## src/rtl/core/ssym_pkg.sv

```systemverilog
// Shared types and constants for the scoped symbol table.
`default_nettype none

package ssym_pkg;

    typedef enum logic [1:0] {
        ACT_ENTER  = 2'd0,
        ACT_LEAVE  = 2'd1,
        ACT_BIND   = 2'd2,
        ACT_LOOKUP = 2'd3
    } action_t;

    typedef enum logic [2:0] {
        ST_OK         = 3'd0,
        ST_SCOPE_FULL = 3'd1,
        ST_OUTERMOST  = 3'd2,
        ST_TABLE_FULL = 3'd3,
        ST_DUPLICATE  = 3'd4,
        ST_NOT_FOUND  = 3'd5
    } status_t;

    typedef struct packed {
        logic [5:0] slot;
        logic       mut;
        logic [3:0] depth;
        status_t    status;
    } res_t;

    localparam int M_DATA_W = 16;

endpackage

`default_nettype wire

```

## src/rtl/core/ssym_entry_mem.sv

```systemverilog
// Entry store: one write port, one registered read port.
`default_nettype none

module ssym_entry_mem #(
    parameter int DEPTH = 64,
    parameter int WIDTH = 21,
    parameter int AW    = 6
) (
    input  wire logic             aclk,
    input  wire logic             wr_en,
    input  wire logic [AW-1:0]    wr_addr,
    input  wire logic [WIDTH-1:0] wr_data,
    input  wire logic [AW-1:0]    rd_addr,
    output logic      [WIDTH-1:0] rd_data
);

    logic [WIDTH-1:0] mem [DEPTH];

    always_ff @(posedge aclk) begin
        if (wr_en) begin
            mem[wr_addr] <= wr_data;
        end
        rd_data <= mem[rd_addr];
    end

endmodule

`default_nettype wire

```

## src/rtl/core/ssym_seq.sv

```systemverilog
// Sequencer: scope stack, entry count and the shared key comparator scan.
`default_nettype none

module ssym_seq #(
    parameter int MAX_SCOPES  = 16,
    parameter int MAX_ENTRIES = 64,
    parameter int KEY_BITS    = 16,
    parameter int DEP_W       = 4,
    parameter int CNT_W       = 7,
    parameter int IDX_W       = 6,
    parameter int ENT_W       = 21
) (
    input  wire logic                  aclk,
    input  wire logic                  aresetn,
    input  wire logic                  in_valid,
    output logic                       in_ready,
    input  wire ssym_pkg::action_t     in_action,
    input  wire logic [KEY_BITS-1:0]   in_key,
    input  wire logic                  in_mut,
    input  wire logic                  out_free,
    output logic                       res_valid,
    output ssym_pkg::res_t             res,
    output logic                       wr_en,
    output logic [IDX_W-1:0]           wr_addr,
    output logic [ENT_W-1:0]           wr_data,
    output logic [IDX_W-1:0]           rd_addr,
    input  wire logic [ENT_W-1:0]      rd_data
);

    import ssym_pkg::*;

    typedef enum logic [1:0] {
        S_IDLE,
        S_DECIDE,
        S_SCAN,
        S_FIN
    } state_t;

    state_t               state_reg, state_next;
    action_t              act_reg, act_next;
    logic [KEY_BITS-1:0]  key_reg, key_next;
    logic                 mut_reg, mut_next;
    logic [DEP_W-1:0]     depth_reg, depth_next;
    logic [CNT_W-1:0]     count_reg, count_next;
    logic [CNT_W-1:0]     scope_start_reg [MAX_SCOPES];
    logic [IDX_W-1:0]     idx_reg, idx_next;
    logic [IDX_W-1:0]     lo_reg, lo_next;
    res_t                 res_reg, res_next;

    logic                 ss_we;
    logic [DEP_W-1:0]     ss_idx;
    logic [CNT_W-1:0]     cur_start;
    logic [CNT_W-1:0]     count_m1;
    logic                 hit;
    logic [DEP_W+3:0]     hit_depth_ext;
    logic [IDX_W+5:0]     hit_slot_ext;

    assign cur_start     = scope_start_reg[depth_reg];
    assign ss_idx        = depth_reg + 1'b1;
    assign count_m1      = count_reg - 1'b1;
    assign hit           = rd_data[KEY_BITS-1:0] == key_reg;
    assign hit_depth_ext = {4'b0, rd_data[KEY_BITS+1 +: DEP_W]};
    assign hit_slot_ext  = {6'b0, idx_reg};
    assign wr_addr       = count_reg[IDX_W-1:0];
    assign wr_data       = {depth_reg, mut_reg, key_reg};
    assign res           = res_reg;

    always_comb begin
        state_next = state_reg;
        act_next   = act_reg;
        key_next   = key_reg;
        mut_next   = mut_reg;
        depth_next = depth_reg;
        count_next = count_reg;
        idx_next   = idx_reg;
        lo_next    = lo_reg;
        res_next   = res_reg;
        ss_we      = 1'b0;
        wr_en      = 1'b0;
        in_ready   = 1'b0;
        res_valid  = 1'b0;
        rd_addr    = idx_reg - 1'b1;

        unique case (state_reg)
            S_IDLE: begin
                in_ready = 1'b1;
                if (in_valid) begin
                    act_next   = in_action;
                    key_next   = in_key;
                    mut_next   = in_mut;
                    state_next = S_DECIDE;
                end
            end
            S_DECIDE: begin
                res_next        = '0;
                res_next.status = ST_OK;
                state_next      = S_FIN;
                unique case (act_reg)
                    ACT_ENTER: begin
                        if (depth_reg == DEP_W'(MAX_SCOPES - 1)) begin
                            res_next.status = ST_SCOPE_FULL;
                        end else begin
                            depth_next = ss_idx;
                            ss_we      = 1'b1;
                        end
                    end
                    ACT_LEAVE: begin
                        if (depth_reg == '0) begin
                            res_next.status = ST_OUTERMOST;
                        end else begin
                            count_next = cur_start;
                            depth_next = depth_reg - 1'b1;
                        end
                    end
                    ACT_BIND: begin
                        if (count_reg >= CNT_W'(MAX_ENTRIES)) begin
                            res_next.status = ST_TABLE_FULL;
                        end else if (count_reg == cur_start) begin
                            wr_en      = 1'b1;
                            count_next = count_reg + 1'b1;
                        end else begin
                            idx_next   = count_m1[IDX_W-1:0];
                            lo_next    = cur_start[IDX_W-1:0];
                            rd_addr    = count_m1[IDX_W-1:0];
                            state_next = S_SCAN;
                        end
                    end
                    ACT_LOOKUP: begin
                        if (count_reg == '0) begin
                            res_next.status = ST_NOT_FOUND;
                        end else begin
                            idx_next   = count_m1[IDX_W-1:0];
                            lo_next    = '0;
                            rd_addr    = count_m1[IDX_W-1:0];
                            state_next = S_SCAN;
                        end
                    end
                endcase
            end
            S_SCAN: begin
                // rd_data holds entry idx_reg; walk from newest toward lo_reg
                if (hit) begin
                    state_next = S_FIN;
                    if (act_reg == ACT_BIND) begin
                        res_next.status = ST_DUPLICATE;
                    end else begin
                        res_next.status = ST_OK;
                        res_next.depth  = hit_depth_ext[3:0];
                        res_next.mut    = rd_data[KEY_BITS];
                        res_next.slot   = hit_slot_ext[5:0];
                    end
                end else if (idx_reg == lo_reg) begin
                    state_next = S_FIN;
                    if (act_reg == ACT_BIND) begin
                        wr_en           = 1'b1;
                        count_next      = count_reg + 1'b1;
                        res_next.status = ST_OK;
                    end else begin
                        res_next.status = ST_NOT_FOUND;
                    end
                end else begin
                    idx_next = idx_reg - 1'b1;
                end
            end
            S_FIN: begin
                if (out_free) begin
                    res_valid  = 1'b1;
                    state_next = S_IDLE;
                end
            end
        endcase
    end

    always_ff @(posedge aclk) begin
        if (!aresetn) begin
            state_reg <= S_IDLE;
            depth_reg <= '0;
            count_reg <= '0;
            for (int i = 0; i < MAX_SCOPES; i++) begin
                scope_start_reg[i] <= '0;
            end
        end else begin
            state_reg <= state_next;
            depth_reg <= depth_next;
            count_reg <= count_next;
            if (ss_we) begin
                scope_start_reg[ss_idx] <= count_reg;
            end
        end
        act_reg <= act_next;
        key_reg <= key_next;
        mut_reg <= mut_next;
        idx_reg <= idx_next;
        lo_reg  <= lo_next;
        res_reg <= res_next;
    end

endmodule

`default_nettype wire

```

## src/rtl/core/scoped_symbol_table.sv

```systemverilog
// Top level of the scoped symbol table with its stream ports and output register.
`default_nettype none

// Nested-scope symbol table. Each input item carries an action in s_tuser
// (enter, leave, bind, lookup) and a key with a mutability flag in s_tdata;
// each item gives exactly one result item with a status and, for a lookup
// hit, the depth, mutability and slot of the newest matching entry. The block
// takes one item at a time: enter and leave go from acceptance through a decide
// state to the result; bind and lookup also scan up to MAX_ENTRIES entries
// in between, because a single key comparator
// reads the entry memory one entry per cycle from the newest entry down.
// A registered output holds the result until it is taken. The entry memory
// needs no clearing after reset; only entries below the fill count are read.
module scoped_symbol_table #(
    parameter int MAX_SCOPES  = 16,
    parameter int MAX_ENTRIES = 64,
    parameter int KEY_BITS    = 16
) (
    input  wire logic                                   aclk,
    input  wire logic                                   aresetn,
    input  wire logic                                   s_tvalid,
    output logic                                        s_tready,
    // key[KEY_BITS-1:0], mutable_flag[KEY_BITS], zero fill
    input  wire logic [((KEY_BITS + 8) / 8) * 8 - 1:0] s_tdata,
    // action[1:0]
    input  wire logic [1:0]                             s_tuser,
    output logic                                        m_tvalid,
    input  wire logic                                   m_tready,
    // status[2:0], found_depth[6:3], found_mutable[7], found_slot[13:8], zero fill
    output logic [ssym_pkg::M_DATA_W-1:0]               m_tdata
);

    import ssym_pkg::*;

    localparam int DEP_W = $clog2(MAX_SCOPES);
    localparam int CNT_W = $clog2(MAX_ENTRIES + 1);
    localparam int IDX_W = (MAX_ENTRIES > 1) ? $clog2(MAX_ENTRIES) : 1;
    localparam int ENT_W = KEY_BITS + 1 + DEP_W;

    logic              m_valid_reg, m_valid_next;
    res_t              m_res_reg;
    logic              out_free;
    logic              res_valid;
    res_t              res;
    logic              wr_en;
    logic [IDX_W-1:0]  wr_addr;
    logic [ENT_W-1:0]  wr_data;
    logic [IDX_W-1:0]  rd_addr;
    logic [ENT_W-1:0]  rd_data;

    assign out_free = !m_valid_reg || m_tready;

    ssym_seq #(
        .MAX_SCOPES  (MAX_SCOPES),
        .MAX_ENTRIES (MAX_ENTRIES),
        .KEY_BITS    (KEY_BITS),
        .DEP_W       (DEP_W),
        .CNT_W       (CNT_W),
        .IDX_W       (IDX_W),
        .ENT_W       (ENT_W)
    ) u_seq (
        .aclk      (aclk),
        .aresetn   (aresetn),
        .in_valid  (s_tvalid),
        .in_ready  (s_tready),
        .in_action (action_t'(s_tuser)),
        .in_key    (s_tdata[KEY_BITS-1:0]),
        .in_mut    (s_tdata[KEY_BITS]),
        .out_free  (out_free),
        .res_valid (res_valid),
        .res       (res),
        .wr_en     (wr_en),
        .wr_addr   (wr_addr),
        .wr_data   (wr_data),
        .rd_addr   (rd_addr),
        .rd_data   (rd_data)
    );

    ssym_entry_mem #(
        .DEPTH (MAX_ENTRIES),
        .WIDTH (ENT_W),
        .AW    (IDX_W)
    ) u_mem (
        .aclk    (aclk),
        .wr_en   (wr_en),
        .wr_addr (wr_addr),
        .wr_data (wr_data),
        .rd_addr (rd_addr),
        .rd_data (rd_data)
    );

    always_comb begin
        m_valid_next = m_valid_reg;
        if (res_valid) begin
            m_valid_next = 1'b1;
        end else if (m_tready) begin
            m_valid_next = 1'b0;
        end
    end

    always_ff @(posedge aclk) begin
        if (!aresetn) begin
            m_valid_reg <= 1'b0;
        end else begin
            m_valid_reg <= m_valid_next;
        end
        if (res_valid) begin
            m_res_reg <= res;
        end
    end

    assign m_tvalid = m_valid_reg;
    assign m_tdata  = {2'b0, m_res_reg};

`ifndef ASSERT_OFF
    a_one_item_at_a_time: assert property (
        @(posedge aclk) disable iff (!aresetn)
        (s_tvalid && s_tready) |=> !s_tready
    ) else $error("new item accepted while one is in progress");

    a_no_result_overwrite: assert property (
        @(posedge aclk) disable iff (!aresetn)
        res_valid |-> (!m_tvalid || m_tready)
    ) else $error("result written over an untaken result");

    a_miss_fields_zero: assert property (
        @(posedge aclk) disable iff (!aresetn)
        (m_tvalid && (m_tdata[2:0] != ST_OK)) |-> (m_tdata[13:3] == '0)
    ) else $error("found fields nonzero on a failing status");
`endif

endmodule

`default_nettype wire

```

## config.mk

```make
export PLATFORM = sky130hd
export DESIGN_NAME = scoped_symbol_table
export DESIGN_NICKNAME = d
export VERILOG_FILES = /design/src/rtl/core/ssym_pkg.sv /design/src/rtl/core/ssym_entry_mem.sv /design/src/rtl/core/ssym_seq.sv /design/src/rtl/core/scoped_symbol_table.sv
export SDC_FILE = /design/constraint.sdc
export NUM_CORES = 2
export LEC_CHECK = 0
export ABC_AREA = 0
export BUFFER_PORTS_ARGS = -buffer_cell sky130_fd_sc_hd__buf_2
export CAP_MARGIN = 20
export CORE_ASPECT_RATIO = 1.25
export CORE_MARGIN = 2
export CORE_UTILIZATION = 45
export CTS_CLUSTER_SIZE = 28
export DETAILED_ROUTE_END_ITERATION = 10
export GPL_ROUTABILITY_DRIVEN = 0
export PLACE_DENSITY_LB_ADDON = 0.25
export SKIP_CTS_REPAIR_TIMING = 1
export SLEW_MARGIN = 20
export SYNTH_ARGS = -nofsm -noshare
export SYNTH_HDL_FRONTEND = slang
export SYNTH_SLANG_ARGS = --single-unit
```

## constraint.sdc

```tcl
create_clock -name aclk -period 4.6 [get_ports aclk]
set_clock_uncertainty 0.05 [all_clocks]
set_input_delay 0.46 -clock aclk [delete_from_list [all_inputs] [get_ports aclk]]
set_output_delay 0.46 -clock aclk [all_outputs]
set_load 0.02 [all_outputs]
```

* Yosys cells after proc, flatten, opt, wreduce, memory -nomap -nowiden
Memories as Yosys holds them, arrays and structs flattened. A register that Yosys moved wholly into a read port is not among the register bits.
Cells that the tools add are included.
** Word-level totals
- Register bits :: 73
- Bits in latches :: 0
- Bits in writable memories :: 1456
- Memory bits (read-only) :: 0
- Output and inout port bits :: 18
- Memories kept :: 2
** Memory list
- u_mem.mem :: depth 64, bits a word 21, rd ports 1, clocked after Yosys merged registers in 1, wr ports 1, line ssym_entry_mem.sv:17 : logic [WIDTH-1:0] mem [DEPTH];
- u_seq.scope_start_reg :: depth 16, bits a word 7, rd ports 1, clocked after Yosys merged registers in 1, wr ports 16, line ssym_seq.sv:45 : logic [CNT_W-1:0] scope_start_reg [MAX_SCOPES];
** Operators by class
- $add $sub $neg :: 5
- Multiply operators :: 0
- Divide/modulo/power cells :: 0
- Magnitude comparators :: 1
- Eq/ne operators :: 31
- Shift operators :: 0
- Mux-type cells :: 74
- Bitwise logic cells :: 0
- Reduce and logical (&&, ||, !) cells :: 19
** Operators with widths (count)
- $mux W6 :: 12
- $mux W7 :: 7
- $pmux W6 S2 :: 4
- $pmux W14 S2 :: 1
- $pmux W7 S2 :: 2
- $mux W1 :: 24
- $mux W11 :: 2
- $mux W4 :: 5
- $ne A2 B2 Y1 const B :: 10
- $eq A16 B16 Y1 :: 1
- $mux W3 :: 5
- $mux W2 :: 7
- $ne A3 B3 Y1 const B :: 4
- $pmux W3 S4 :: 1
- $sub A6 B1 Y6 const B :: 2
- $eq A2 B2 Y1 const B :: 4
- $pmux W2 S4 :: 1
- $pmux W4 S2 :: 1
- $reduce_and A8 Y1 :: 1
- $reduce_bool A2 Y1 :: 4
- $add A7 B1 Y7 const B :: 1
- $eq A7 B7 Y1 :: 1
- $ge A7 B7 Y1 const B :: 1
- $logic_not A7 Y1 :: 1
- 20 further kinds :: 28

* Depth between registers and ports, before layout
- Word-level depth :: 9
- Depth in mapped cells :: 20

* Modules after synthesis
A second synthesis with hierarchy kept.
** Unflattened totals
- Cells, all modules :: 3041
- Area, all modules :: 61651.6 sq um
** By module, submodules not included
- ssym_entry_mem :: times used 1, cells each 2276, area an instance 52235.1 sq um
- ssym_seq :: times used 1, cells each 744, area an instance 8928.6 sq um
- scoped_symbol_table :: times used 1, cells each 21, area an instance 488.0 sq um

* Worst setup path before layout
OpenSTA, ideal clock, no wires.
- Path kind :: register -> register
- From :: reg (tool-made name)
- To :: mem u_mem.mem[31][0], enable pin
- Library setup time :: 0.425 ns
- Data arrival time :: 4.129 ns
- Required time :: 4.125 ns
- Slack :: -0.005 ns
- Cell stages (with the launch flop) :: 11
- Path buffers :: 1
- Period minus slack after synthesis :: 4.605 ns
- Cells stage by stage :: dfxtp_1 -> buf_6 -> mux2i_1 -> mux4_2 -> xnor2_1 -> a221o_1 -> a2111oi_4 -> nand3_1 -> o32ai_1 -> nand3_1 -> nor3_1
** RTL lines (line)
- end: declaration :: ssym_entry_mem.sv:17

==> run metrics <==
slew at the pin closest to its max-slew limit about 1100 ps; required time of the critical path ~5300 ps; cell accounting for the most synthesized area sky130_fd_sc_hd__edfxtp_1; top cells by area, synth sky130_fd_sc_hd__edfxtp_1, sky130_fd_sc_hd__nand2_1, sky130_fd_sc_hd__mux2i_1; Tmin final approximately 4700 ps; cell at the slowest stage of the critical path sky130_fd_sc_hd__a2111oi_4; later-pin clock latency in the skew report 800 ps; warning count from the yosys run 0; Setup crit start kind flip-flop; synthesized-area fraction occupied by ao, oa, aoi and oai cells 0.0483; crit path cell chain buf_12 > mux2_2 > o22ai_4 > a221oi_2 > buf_4 > mux2_4 > a2111oi_4 > buf_4 > a31oi_4 > buf_12 > o21ai_4 > and2_4 > buf_6 > buf_12 > buf_4 > nand2_1 > a32oi_1 > nand4_1 > nand3_1 > or3_1; average instance area after synthesis approximately 14 um^2; synthesized area between 0.06 and 0.07 mm^2; critical path type flip-flop to flip-flop; max capacitance violation total 0; endpoint kind of the worst setup timing path flip-flop; vias in the first global route 36856; fraction of power spent switching nets 0.397; largest fanout of any net on the critical path 41; most repeated cell in the gate-level netlist after synthesis sky130_fd_sc_hd__edfxtp_1; asr flop ratio synth 0; standard-cell row count roughly 150; fraction of layout cells with a size suffix above 1 0.210; aggregate global-route resource usage 0.242; P&R area growth vs syn 22.0%; Synth cell types between 70 and 80; Layout Cells excl Fill 6752; number of max-slew violations in the final report 0; H-tree depth 4; failing checks setup timing; die boundary height 419 um; Top FF cell, synth sky130_fd_sc_hd__edfxtp_1; first-pass GRT wire length 247000 um; total via count after detailed routing 39063; power dissipated by switching net loads about 24 mW; Die ar. 0.141 mm^2; total internal power 36.1 mW; I/O pin count 48; cell at the root of the clock tree sky130_fd_sc_hd__clkbuf_16; largest stage delay on the critical path 410 ps; Final Hold Vio Count 0; pre-CTS worst setup slack -886 ps; HPWL after DPL 104000 um; highest achievable clock rate 212 MHz; Worst VDD drop roughly 0.89 mV; share of the clock period used by the worst path after layout 1.03; cells on worst reg2reg path 20; per-cell routed wire length 26.1 um; cell total after placement 6380; number of optimization iterations in the first detailed-route pass 8; post-route standard cell area excluding fillers 0.0756 mm^2; IO buf count 38; ranking of synthesized cells by instance count sky130_fd_sc_hd__edfxtp_1, sky130_fd_sc_hd__nand2_1, sky130_fd_sc_hd__nand3_1, sky130_fd_sc_hd__mux2i_1, sky130_fd_sc_hd__clkbuf_1; Logic pwr share 0.518; number of enable flip-flop cells after synthesis 1515; post-place instance area 0.0687 mm^2; routed via count divided by cell count 5.79; clock tree from TritonCTS done; portion of the post-synthesis area used by sequential elements 0.747; path length in cells of the critical path 20; clk sink count 1554; combinational family with the most area after synthesis simple AND/OR/NAND/NOR gates; initial standard-cell utilization of the core 0.452; count of cells along the worst hold path 2; power density normalized to cell area around 790 mW/mm^2; post-synthesis mux area share 0.0541; total buffers and inverters traversed by the critical path 7; outcome finished, violations left; area of the placeable core about 0.14 mm^2; worst hold slack 123 ps; Worst path top cell family by delay buffers and inverters; portion of synthesized cell area occupied by the leading cell type 0.734; worst relative slew slack 0.266; flip-flop count of the largest register, all copies and words added 1344; share of synthesized cell area in full adder, half adder and majority cells 0.00303; post-synthesis instance total 4368; number of endpoints failing setup at the final stage 20; Routed Antenna Nets 0; final setup margin -121 ps; clk buf depth 3; min-delay worst type input port to flip-flop; cts bufs inserted 147; clock network fraction of design power 0.198; Post-Synth Simple-Gate Area 0.121; pin count of the biggest net entering global routing 72; nets 4904; number of antenna violations at the first check in global routing 12; die width approximately 340 um; register clock-pin slew on the reported worst setup and hold paths 70 ps; iteration-0 DRC count of the detailed router about 4000; FF+latch count, synth 1554; number of inserted filler cells in the final layout roughly 11000; power share of the sequential group 0.284; arrival time of the worst setup path 5410 ps; xor/xnor cell area share of the yosys netlist 0.00594; DRC errors left 0; post-detailed-routing wire length between 150000 and 200000 um; GR Overflow Total 0; unrepaired setup endpoints after global routing yes; static leakage around 26 nW
metal layers:
metal | up-vias | track usage | routed length, um
met4 | 4 | 0.110 | 7770
li1 | 17390 | - | -
met1 | 19798 | 0.311 | 68700
met3 | 324 | 0.0307 | 11500
met2 | 1547 | 0.410 | 88200
met5 | - | 0 | 22
cell type report:
cell class | instances | area (um^2) | share of cell area
Antenna cell | 8 | 20.0 | 0.000265
Clock buffer | 191 | 3930 | 0.0519
Clock inverter | 72 | 708 | 0.00937
Inverter | 21 | 78.8 | 0.00104
Multi-Input combinational cell | 2514 | 15300 | 0.203
Sequential cell | 1554 | 46300 | 0.612
Tap cell | 1771 | 2220 | 0.0293
Timing Repair Buffer | 621 | 7020 | 0.0928
through the flow:
stage / util / total power [mW] / TNS [ps]
2_1_floorplan: - / 31.1 / -189
4_1_cts: 0.536 / 55.8 / -9210
5_1_grt: 0.552 / 62.2 / -5160
3_3_place_gp: 0.502 / 43.8 / -8190
3_5_place_dp: 0.502 / 44.0 / -8260
6_report: 0.552 / 59.9 / -1580
cells by family after synthesis:
logic type,count (synthesis)
AND/OR/NAND/NOR,1686
other,1
flip-flops,1554
AO/OA/AOI/OAI,458
buffers and inverters,301
multiplexers,311
XOR/XNOR,42
adder cells (fa/ha/maj),15
worst paths after layout:
check                               endpoint                        from  slack, ps
max                 u_mem.rd_data[3]$_DFF_P_                   flip-flop       -120
min          u_seq.count_reg[0]$_SDFFE_PN0P_                     aresetn        120
max reg2reg         u_mem.rd_data[3]$_DFF_P_                   flip-flop       -120
min reg2reg             m_tdata[8]$_DFFE_PP_  u_seq.res[8]$_SDFFCE_PN0P_        390
layout by cell type, fill, tap and decap left out, drive strengths merged, types with 39 or more instances in the layout:
cell type / n
nor2: 118
a32oi: 61
nand2: 950
mux2i: 273
clkinv: 52
nor3: 79
dfxtp: 39
edfxtp: 1515
o211ai: 40
nand4: 91
a21oi: 108
clkbuf: 210
o21ai: 96
and2: 67
buf: 582
nand3: 285
o22ai: 87
worst reg2reg max path, stage by stage, from the launching register on:
cell and delay, ps:
sky130_fd_sc_hd__dfxtp_2 340, sky130_fd_sc_hd__buf_12 140, sky130_fd_sc_hd__mux2_2 370, sky130_fd_sc_hd__o22ai_4 210
sky130_fd_sc_hd__a221oi_2 70, sky130_fd_sc_hd__buf_4 160, sky130_fd_sc_hd__mux2_4 300, sky130_fd_sc_hd__a2111oi_4 410
sky130_fd_sc_hd__buf_4 220, sky130_fd_sc_hd__a31oi_4 130, sky130_fd_sc_hd__buf_12 160, sky130_fd_sc_hd__o21ai_4 90
sky130_fd_sc_hd__and2_4 300, sky130_fd_sc_hd__buf_6 260, sky130_fd_sc_hd__buf_12 270, sky130_fd_sc_hd__buf_4 250
sky130_fd_sc_hd__nand2_1 80, sky130_fd_sc_hd__a32oi_1 280, sky130_fd_sc_hd__nand4_1 190, sky130_fd_sc_hd__nand3_1 250
sky130_fd_sc_hd__or3_1 140
power groups by stage:
| stage | clock network [mW] | registers, mW | logic (mW) |
|---|---|---|---|
| 2_1_floorplan | 0 | 17.5 | 13.6 |
| 3_3_place_gp | 0 | 17.3 | 26.5 |
| 3_5_place_dp | 0 | 17.3 | 26.7 |
| 4_1_cts | 12.0 | 17.0 | 26.8 |
| 5_1_grt | 12.5 | 17.0 | 32.6 |
| 6_report | 11.9 | 17.0 | 31.0 |
No activity file was read; power rests on OpenSTA's default activity.
